`config.mk`:
```
export PLATFORM = sky130hd
export DESIGN_NAME = humidity_sensor_frame_decoder_core
export DESIGN_NICKNAME = d
export VERILOG_FILES = /design/src/hdl/hsfd_pkg.sv /design/src/hdl/hsfd_front.sv /design/src/hdl/hsfd_fifo.sv /design/src/hdl/hsfd_back.sv /design/src/hdl/humidity_sensor_frame_decoder_core.sv
export VERILOG_INCLUDE_DIRS = /design/src /design/src/hdl
export SDC_FILE = /design/constraint.sdc
export NUM_CORES = 1
export LEC_CHECK = 0
export BUFFER_PORTS_ARGS = -buffer_cell sky130_fd_sc_hd__buf_4
export CAP_MARGIN = 20
export CORE_UTILIZATION = 60
export DETAILED_ROUTE_END_ITERATION = 8
export PLACE_DENSITY = 0.89
export SYNTH_ARGS = -nofsm -noshare
export SYNTH_HDL_FRONTEND = slang
export SYNTH_SLANG_ARGS = --single-unit
```
`constraint.sdc`:
```
create_clock -name clk -period 13.37 [get_ports clk]
set_clock_uncertainty 0.05 [all_clocks]
set_input_delay 2.0055 -clock clk [delete_from_list [all_inputs] [get_ports clk]]
set_output_delay 2.0055 -clock clk [all_outputs]
set_load 0.01 [all_outputs]
```
`src/hdl/humidity_sensor_frame_decoder_core_assert.svh`:
```
// ----------------------------------------------------------------------------
// Assertion macros for the humidity sensor frame decoder
// Concurrent checks that are compiled out when NO_ASSERTIONS is defined.
// ----------------------------------------------------------------------------
`ifndef HUMIDITY_SENSOR_FRAME_DECODER_CORE_ASSERT_SVH
`define HUMIDITY_SENSOR_FRAME_DECODER_CORE_ASSERT_SVH

`ifndef NO_ASSERTIONS

`define HSFD_ASSERT_NEVER(label, ck, rn, expr) \
    label: assert property (@(posedge ck) disable iff (!rn) !(expr)) \
        else $error("hsfd assertion failed");

`define HSFD_ASSERT_NEXT(label, ck, rn, cond, prop) \
    label: assert property (@(posedge ck) disable iff (!rn) (cond) |=> (prop)) \
        else $error("hsfd assertion failed");

`else

`define HSFD_ASSERT_NEVER(label, ck, rn, expr)

`define HSFD_ASSERT_NEXT(label, ck, rn, cond, prop)

`endif

`endif

```
`src/hdl/hsfd_pkg.sv`:
```
// ----------------------------------------------------------------------------
// hsfd_pkg
// Shared types and constants of the humidity sensor frame decoder.
// ----------------------------------------------------------------------------
package hsfd_pkg;

    localparam logic [7:0] CRC_POLY = 8'h31;
    localparam logic [7:0] CRC_SEED = 8'hFF;

    localparam logic [1:0] STATUS_OK    = 2'd0;
    localparam logic [1:0] STATUS_T_CRC = 2'd1;
    localparam logic [1:0] STATUS_H_CRC = 2'd2;

    localparam int FIFO_DEPTH = 4;
    localparam int FIFO_IDX_W = $clog2(FIFO_DEPTH);
    localparam int FIFO_CNT_W = $clog2(FIFO_DEPTH + 1);

    localparam int OUT_DATA_W = 64;

    typedef struct packed {
        logic [1:0]  status;
        logic [15:0] temperature_word;
        logic [15:0] humidity_word;
    } frame_rec_t;

endpackage

```
`src/hdl/hsfd_front.sv`:
```
// ----------------------------------------------------------------------------
// hsfd_front
// Tracks the byte position, runs the CRC and assembles one frame record.
// ----------------------------------------------------------------------------
module hsfd_front
    import hsfd_pkg::*;
(
    input  logic       clk,
    input  logic       rst_n,
    input  logic       beat,
    input  logic [7:0] rx_byte,
    input  logic       frame_start,
    output logic       push,
    output frame_rec_t rec
);

    localparam logic [2:0] POS_T_HI  = 3'd0;
    localparam logic [2:0] POS_T_LO  = 3'd1;
    localparam logic [2:0] POS_T_CRC = 3'd2;
    localparam logic [2:0] POS_H_HI  = 3'd3;
    localparam logic [2:0] POS_H_LO  = 3'd4;
    localparam logic [2:0] POS_H_CRC = 3'd5;

    logic [2:0]  pos_reg, pos_next, pos;
    logic [7:0]  crc_reg, crc_next, crc_base, crc_upd;
    logic [15:0] temp_reg, temp_next;
    logic [15:0] hum_reg, hum_next;
    logic        tgood_reg, tgood_next;
    logic [1:0]  status;

    function automatic logic [7:0] crc8_byte(input logic [7:0] crc_in, input logic [7:0] data);
        logic [7:0] c;
        c = crc_in ^ data;
        for (int i = 0; i < 8; i++) begin
            c = c[7] ? ((c << 1) ^ CRC_POLY) : (c << 1);
        end
        return c;
    endfunction

    always_comb
    begin
        pos = frame_start ? POS_T_HI : pos_reg;
        if (pos > POS_H_CRC)
        begin
            pos = POS_T_HI;
        end
        crc_base = (pos inside {POS_T_HI, POS_H_HI}) ? CRC_SEED : crc_reg;
        crc_upd  = crc8_byte(crc_base, rx_byte);

        if (!tgood_reg)
        begin
            status = STATUS_T_CRC;
        end
        else if (crc_reg != rx_byte)
        begin
            status = STATUS_H_CRC;
        end
        else
        begin
            status = STATUS_OK;
        end

        pos_next   = pos_reg;
        crc_next   = crc_reg;
        temp_next  = temp_reg;
        hum_next   = hum_reg;
        tgood_next = tgood_reg;
        push       = 1'b0;

        if (beat)
        begin
            pos_next = pos + 3'd1;
            case (pos)
                POS_T_HI:
                begin
                    crc_next  = crc_upd;
                    temp_next = {rx_byte, 8'h00};
                end
                POS_T_LO:
                begin
                    crc_next  = crc_upd;
                    temp_next = {temp_reg[15:8], rx_byte};
                end
                POS_T_CRC:
                begin
                    tgood_next = (crc_reg == rx_byte);
                    crc_next   = CRC_SEED;
                end
                POS_H_HI:
                begin
                    crc_next = crc_upd;
                    hum_next = {rx_byte, 8'h00};
                end
                POS_H_LO:
                begin
                    crc_next = crc_upd;
                    hum_next = {hum_reg[15:8], rx_byte};
                end
                default:
                begin
                    pos_next = POS_T_HI;
                    crc_next = CRC_SEED;
                    push     = 1'b1;
                end
            endcase
        end

        rec.status           = status;
        rec.temperature_word = temp_reg;
        rec.humidity_word    = hum_reg;
    end

    always_ff @(posedge clk or negedge rst_n)
    begin
        if (!rst_n)
        begin
            pos_reg   <= POS_T_HI;
            crc_reg   <= CRC_SEED;
            tgood_reg <= 1'b0;
        end
        else
        begin
            pos_reg   <= pos_next;
            crc_reg   <= crc_next;
            tgood_reg <= tgood_next;
        end
    end

    always_ff @(posedge clk)
    begin
        temp_reg <= temp_next;
        hum_reg  <= hum_next;
    end

endmodule

```
`src/hdl/hsfd_fifo.sv`:
```
// ----------------------------------------------------------------------------
// hsfd_fifo
// Short queue of frame records between the byte front end and the converter.
// ----------------------------------------------------------------------------
`include "humidity_sensor_frame_decoder_core_assert.svh"

module hsfd_fifo
    import hsfd_pkg::*;
(
    input  logic       clk,
    input  logic       rst_n,
    input  logic       push,
    input  frame_rec_t rec_in,
    output logic       full,
    output logic       pop_valid,
    input  logic       pop_ready,
    output frame_rec_t rec_out
);

    frame_rec_t            mem_reg [FIFO_DEPTH];
    logic [FIFO_IDX_W-1:0] wr_ptr_reg, wr_ptr_next;
    logic [FIFO_IDX_W-1:0] rd_ptr_reg, rd_ptr_next;
    logic [FIFO_CNT_W-1:0] count_reg, count_next;
    logic                  pop;

    always_comb
    begin
        full        = (count_reg == FIFO_CNT_W'(FIFO_DEPTH));
        pop_valid   = (count_reg != '0);
        pop         = pop_valid && pop_ready;
        rec_out     = mem_reg[rd_ptr_reg];
        wr_ptr_next = push ? wr_ptr_reg + FIFO_IDX_W'(1) : wr_ptr_reg;
        rd_ptr_next = pop ? rd_ptr_reg + FIFO_IDX_W'(1) : rd_ptr_reg;
        count_next  = count_reg;
        if (push && !pop)
        begin
            count_next = count_reg + FIFO_CNT_W'(1);
        end
        else if (pop && !push)
        begin
            count_next = count_reg - FIFO_CNT_W'(1);
        end
    end

    always_ff @(posedge clk or negedge rst_n)
    begin
        if (!rst_n)
        begin
            wr_ptr_reg <= '0;
            rd_ptr_reg <= '0;
            count_reg  <= '0;
        end
        else
        begin
            wr_ptr_reg <= wr_ptr_next;
            rd_ptr_reg <= rd_ptr_next;
            count_reg  <= count_next;
        end
    end

    always_ff @(posedge clk)
    begin
        if (push)
        begin
            mem_reg[wr_ptr_reg] <= rec_in;
        end
    end

    `HSFD_ASSERT_NEVER(a_no_overflow, clk, rst_n, push && full)
    `HSFD_ASSERT_NEVER(a_count_bound, clk, rst_n, count_reg > FIFO_CNT_W'(FIFO_DEPTH))
    `HSFD_ASSERT_NEVER(a_ptr_count, clk, rst_n, wr_ptr_reg != rd_ptr_reg + FIFO_IDX_W'(count_reg))
    `HSFD_ASSERT_NEXT(a_count_up, clk, rst_n, push && !pop, count_reg == $past(count_reg) + FIFO_CNT_W'(1))

endmodule

```
`src/hdl/hsfd_back.sv`:
```
// ----------------------------------------------------------------------------
// hsfd_back
// Two-stage converter: scale multiply, then divide by full scale and offset.
// ----------------------------------------------------------------------------
module hsfd_back
    import hsfd_pkg::*;
(
    input  logic                  clk,
    input  logic                  rst_n,
    input  logic                  in_valid,
    output logic                  in_ready,
    input  frame_rec_t            in_rec,
    output logic                  m_axis_tvalid,
    input  logic                  m_axis_tready,
    output logic [OUT_DATA_W-1:0] m_axis_tdata
);

    localparam int T_SCALE    = 17500;
    localparam int H_SCALE    = 12500;
    localparam int T_OFFSET   = 4500;
    localparam int H_OFFSET   = 600;
    localparam int H_MAX      = 10000;
    localparam int FULL_SCALE = 65535;
    localparam int PROD_W     = 31;

    logic                  s1_valid_reg;
    frame_rec_t            s1_rec_reg;
    logic [PROD_W-1:0]     t_prod_reg, h_prod_reg;
    logic                  out_valid_reg;
    logic [OUT_DATA_W-1:0] out_data_reg, out_data_next;
    logic                  s2_load;
    logic [15:0]           t_q, h_q;
    logic signed [15:0]    t_c16, h_c16;
    logic [14:0]           t_centi;
    logic [13:0]           h_centi;

    function automatic logic [15:0] div_full_scale(input logic [PROD_W-1:0] x);
        logic [14:0] q0;
        logic [16:0] r0;
        q0 = x[30:16];
        r0 = 17'(x[15:0]) + 17'(q0);
        return 16'(q0) + ((r0 >= 17'(FULL_SCALE)) ? 16'd1 : 16'd0);
    endfunction

    always_comb
    begin
        s2_load  = s1_valid_reg && (!out_valid_reg || m_axis_tready);
        in_ready = !s1_valid_reg || s2_load;

        t_q   = div_full_scale(t_prod_reg);
        h_q   = div_full_scale(h_prod_reg);
        t_c16 = signed'(t_q) - signed'(16'(T_OFFSET));
        h_c16 = signed'(h_q) - signed'(16'(H_OFFSET));

        t_centi = t_c16[14:0];
        if (h_c16[15])
        begin
            h_centi = '0;
        end
        else if (h_c16 > signed'(16'(H_MAX)))
        begin
            h_centi = 14'(H_MAX);
        end
        else
        begin
            h_centi = h_c16[13:0];
        end

        if (s1_rec_reg.status != STATUS_OK)
        begin
            t_centi = '0;
            h_centi = '0;
        end

        out_data_next = {1'b0, s1_rec_reg.humidity_word, s1_rec_reg.temperature_word,
                         h_centi, t_centi, s1_rec_reg.status};
    end

    always_ff @(posedge clk or negedge rst_n)
    begin
        if (!rst_n)
        begin
            s1_valid_reg  <= 1'b0;
            out_valid_reg <= 1'b0;
        end
        else
        begin
            if (in_ready)
            begin
                s1_valid_reg <= in_valid;
            end
            if (!out_valid_reg || m_axis_tready)
            begin
                out_valid_reg <= s1_valid_reg;
            end
        end
    end

    always_ff @(posedge clk)
    begin
        if (in_ready && in_valid)
        begin
            s1_rec_reg <= in_rec;
            t_prod_reg <= PROD_W'(T_SCALE) * PROD_W'(in_rec.temperature_word);
            h_prod_reg <= PROD_W'(H_SCALE) * PROD_W'(in_rec.humidity_word);
        end
        if (s2_load)
        begin
            out_data_reg <= out_data_next;
        end
    end

    assign m_axis_tvalid = out_valid_reg;
    assign m_axis_tdata  = out_data_reg;

endmodule

```
`src/hdl/humidity_sensor_frame_decoder_core.sv`:
```
// Throughput: one byte beat per cycle while the record queue is not full;
// one result beat per six-byte frame. Each record is written into the queue
// as its sixth byte is taken, then passes the scale multiply and divide stages.
// The four-entry record queue lets bytes keep flowing while results stall.
// Reset (rst_n low, asynchronous) clears the byte position, the CRC, the queue
// and the converter valid flags.
// ----------------------------------------------------------------------------
// humidity_sensor_frame_decoder_core
// Checks both CRC-8 words of a six-byte sensor frame and converts the values.
// ----------------------------------------------------------------------------
module humidity_sensor_frame_decoder_core
    import hsfd_pkg::*;
(
    input  logic                  clk,
    input  logic                  rst_n,
    input  logic                  s_axis_tvalid,
    output logic                  s_axis_tready,
    input  logic [7:0]            s_axis_tdata,  // [7:0] rx_byte
    input  logic                  s_axis_tuser,  // [0] frame_start
    output logic                  m_axis_tvalid,
    input  logic                  m_axis_tready,
    // [1:0] status, [16:2] temperature_centi, [30:17] humidity_centi,
    // [46:31] temperature_word, [62:47] humidity_word, [63] zero
    output logic [OUT_DATA_W-1:0] m_axis_tdata
);

    logic       beat;
    logic       push;
    logic       full;
    logic       q_valid;
    logic       q_ready;
    frame_rec_t push_rec;
    frame_rec_t q_rec;

    assign s_axis_tready = !full;
    assign beat          = s_axis_tvalid && s_axis_tready;

    hsfd_front u_front (
        .clk         (clk),
        .rst_n       (rst_n),
        .beat        (beat),
        .rx_byte     (s_axis_tdata),
        .frame_start (s_axis_tuser),
        .push        (push),
        .rec         (push_rec)
    );

    hsfd_fifo u_fifo (
        .clk       (clk),
        .rst_n     (rst_n),
        .push      (push),
        .rec_in    (push_rec),
        .full      (full),
        .pop_valid (q_valid),
        .pop_ready (q_ready),
        .rec_out   (q_rec)
    );

    hsfd_back u_back (
        .clk           (clk),
        .rst_n         (rst_n),
        .in_valid      (q_valid),
        .in_ready      (q_ready),
        .in_rec        (q_rec),
        .m_axis_tvalid (m_axis_tvalid),
        .m_axis_tready (m_axis_tready),
        .m_axis_tdata  (m_axis_tdata)
    );

endmodule

```
==> results.md <==
Synthesis:
- The post-synthesis register bit count is 340.
- The number of nets handed over by synthesis was 1898.
- The number of instances in the synthesized netlist is 1555.
- In this run, distinct cell masters in the synthesized netlist total 72.
- The cell area after synthesis is 0.0204 sq mm.
- The yosys synthesis warning count is 0.
- Yosys mapped a number of flops with a built-in enable equal to 319.
- The async set-reset flop share out of synthesis is 0.0618.
- The sequential area share after synthesis is 0.495.
- The mean post-synth cell area is 13.1 sq um.
- The most used flip-flop cell after synthesis is sky130_fd_sc_hd__edfxtp_1.

Timing:
- The worst relative slew slack is 0.378.
- The final cycle utilization of the critical path is 0.487.
- The worst slack on hold paths is 0.367 ns.
- The total count of hold-check failures in the final report came to 0.
- The minimum period implied by the final worst setup slack is 6.52 ns.
- Based on the critical path, the design can be clocked at up to 153 MHz.
- The final-report max-slew violation count came to 0.
- The final total negative setup slack is 0 ns.
- The worst setup slack after layout is 6.85 ns.
- At the pin with the least slew margin, the transition time is 0.930 ns.
- Setup repair after global routing left no endpoint under its margin.
- The number of failing setup endpoints in the final timing report is 0.

Clocking:
- The CTS buffer count is 36.
- Clock-pin slew was measured on the worst setup and hold paths at 0.07 ns.
- In this run the clock root is driven by a sky130_fd_sc_hd__clkbuf_16.
- Counting along the longest clock path gives a buffer depth of 3.
- CTS saw 340 sinks.
- The post-cts gate resize count is 0.
- The number of setup buffers added after CTS is 0.
- The H-tree depth is 2.
- The clock tree from TritonCTS is done.
- At the later pin of the worst-skew pair, clock insertion delay measures 0.54 ns.
- The number of hold buffers added after CTS was 0.

Worst hold path:
- The worst min-delay path class is flop to flop.
- The worst hold path passes through 0 cells.
- The worst hold path terminates at u_back.m_axis_tdata[50].
- The worst hold path begins at u_back.out_data_next[50].

Die:
- The top-level port count is 79.
- The floorplan step defined a die boundary enclosing 0.0348 sq mm.
- The region available for standard cell placement spans 0.0335 sq mm.
- The x dimension of the die is 187 um.
- In this run the core area contains 67 standard-cell rows.
- For this configuration, the core starts out at a cell density of 0.609.
- From bottom edge to top edge, the die measures 187 um.

Finish:
- After the flow finishes, the layout carries non-filler instances totaling 2135.
- The antenna diode instance count is 0.
- The library cells used most frequently in the layout, excluding fill and tap cells, are sky130_fd_sc_hd__edfxtp_1, sky130_fd_sc_hd__inv_1, sky130_fd_sc_hd__ha_1.
- The most frequent standard cell in the layout excluding fill and tap cells is sky130_fd_sc_hd__edfxtp_1.
- The final layout contains 2002 nets.
- The footprint of the flip-flops and latches is 0.0101 sq mm.
- Relative to the synthesized area, the layout overhead comes to 12.2%.
- The layout has 2246 filler cells.
- In the final layout, the share of cells above drive strength 1 is 0.124.
- The multi-input combinational cells in the finished layout cover a total of 0.00929 sq mm.
- The flip-flop count of the largest register after layout is 136.

Global route:
- The total overflow left after global routing is 0.
- The number of global-route vias before repair is 12800.
- The first global-routing pass estimated 65.9 mm of wire.
- The number of antenna violations at the first check in global routing is 1.
- Entering global routing, the biggest net connects 68 pins.
- The overall fraction of global-route tracks in use is 0.241.

Critical path:
- The worst register-to-register path has a setup slack of 6.85 ns.
- The worst setup path is launched from a flop.
- The kind of capture point of the worst setup path is a flop.
- The number of cells on the worst reg-to-reg path is 20.
- The classification of the worst setup path is flop to flop.
- The worst register-to-register path ends at u_back.t_prod_reg[30].
- The arrival time of data at the critical path endpoint is 6.74 ns.
- The largest single stage delay on the critical path is 0.69 ns.
- Traced cell by cell, the critical path runs through buf_4, mux4_2, ha_1, inv_1, fa_1, inv_1, ha_1, ha_1, inv_1, fa_1, inv_1, ha_1, and3_1, a221oi_2, a211oi_1, o41ai_2, o21ai_1, nand3_2, nand2_1, a221o_1.
- The maximum fanout along the worst path is 27.
- In this design, the largest share of critical-path delay is due to adder cells.
- In this run the critical register-to-register path is launched from u_fifo.rd_ptr_reg[0].
- The number of buffers and inverters on the critical path is 5.
- The cell at the slowest stage of the critical path is sky130_fd_sc_hd__mux4_2.
- STA puts the critical path data required time at 13.59 ns.

Route:
- The detail-routed net length per standard cell is 19.1 um.
- The number of vias in the routed layout is 12200.
- For this block, the initial DRC count from the detailed router was 751.
- For this run, the detailed router's first-pass iteration total came to 5.
- The number of vias per cell is 5.72.
- Summed over all layers, the routed wires come to 40.8 mm.
- After detailed routing, the number of remaining DRC violations is 0.
- The number of nets with antenna violations after detailed routing is 0.

Placed design:
- The placer congestion estimate is 0.905.
- The number of cells in the design after placement is 2068.
- The number of port buffers is 77.
- After legalization and detailed placement, the total HPWL measured 28.8 mm.
- The worst slack at placement is 6.94 ns.

Flow run:
- The tool flagged a number of max-cap violations equal to 0.

Run status:
- The flow ran to the end, and the final reports show no timing, DRC or antenna violations.
-- cell families after synthesis --
logic type,Yosys count,synth area share
DFF,340,0.495
adders and majority gates,330,0.236
buffers and inverters,272,0.0509
and+or+nand+nor,262,0.0654
AOI/OAI and AO/OA,194,0.0614
xor gates and xnor gates,119,0.0521
muxes,37,0.0390
other,1,0.000184
-- synthesized netlist by cell type (13+ instances only) --
cell                       count  share of area
sky130_fd_sc_hd__edfxtp_1    319           0.47
sky130_fd_sc_hd__fa_1         92          0.090
sky130_fd_sc_hd__ha_1        238           0.15
sky130_fd_sc_hd__nor2b_1      14         0.0043
sky130_fd_sc_hd__and2_1       19         0.0058
sky130_fd_sc_hd__o21ai_0      33         0.0081
sky130_fd_sc_hd__nor2_1       76          0.014
sky130_fd_sc_hd__mux4_2       34          0.037
sky130_fd_sc_hd__nand2_1      50         0.0092
sky130_fd_sc_hd__dfrtp_1      13          0.016
sky130_fd_sc_hd__and3_1       23         0.0070
sky130_fd_sc_hd__xnor2_1      77          0.033
sky130_fd_sc_hd__nor3_1       18         0.0044
sky130_fd_sc_hd__a21oi_1      64          0.016
sky130_fd_sc_hd__nor4_1       14         0.0043
sky130_fd_sc_hd__a21o_1       23         0.0085
sky130_fd_sc_hd__clkbuf_1     14         0.0026
sky130_fd_sc_hd__xor2_1       40          0.017
sky130_fd_sc_hd__inv_1       250          0.046
-- routing by layer --
layer | global-route usage | vias to the layer above | part of all wire
met5 | 0 | - | 0
met4 | 0.103 | 0 | 0.039
met3 | 0.0286 | 115 | 0.048
met2 | 0.421 | 397 | 0.50
met1 | 0.305 | 6014 | 0.41
li1 | - | 5695 | -
-- how the worst max path moves through the flow --
stage | slack, ns | start | cells after the start | end
floorplan | 5.44 | m_axis_tready | 7 | u_fifo.count_reg[1]
global placement | 7.12 | u_fifo.rd_ptr_reg[0] | 20 | u_back.t_prod_reg[30]
detailed placement | 6.94 | u_fifo.rd_ptr_reg[0] | 20 | u_back.t_prod_reg[30]
CTS | 6.86 | u_fifo.rd_ptr_reg[0] | 20 | u_back.t_prod_reg[30]
global route | 6.44 | u_fifo.rd_ptr_reg[0] | 20 | u_back.t_prod_reg[30]
finish | 6.85 | u_fifo.rd_ptr_reg[0] | 20 | u_back.t_prod_reg[30]
-- through the flow --
stage	instance area, sq um	utilization
final	22900	0.684
after global routing	22900	0.684
after CTS	22900	0.683
after detailed placement	21600	0.643
after global placement	21600	0.643
after floorplan	20400	-
-- layout make-up --
cell class / count / area share
flip-flops and latches: 340 / 0.441
multi-input cells: 943 / 0.405
clock buffers: 46 / 0.0432
inverters: 251 / 0.0412
repair buffers: 87 / 0.0284
well taps: 448 / 0.0245
clock inverters: 20 / 0.0163
Power is left out: the tool's default activity adds up to more than one toggle a clock period on the data nets, which glitch-free logic cannot reach.
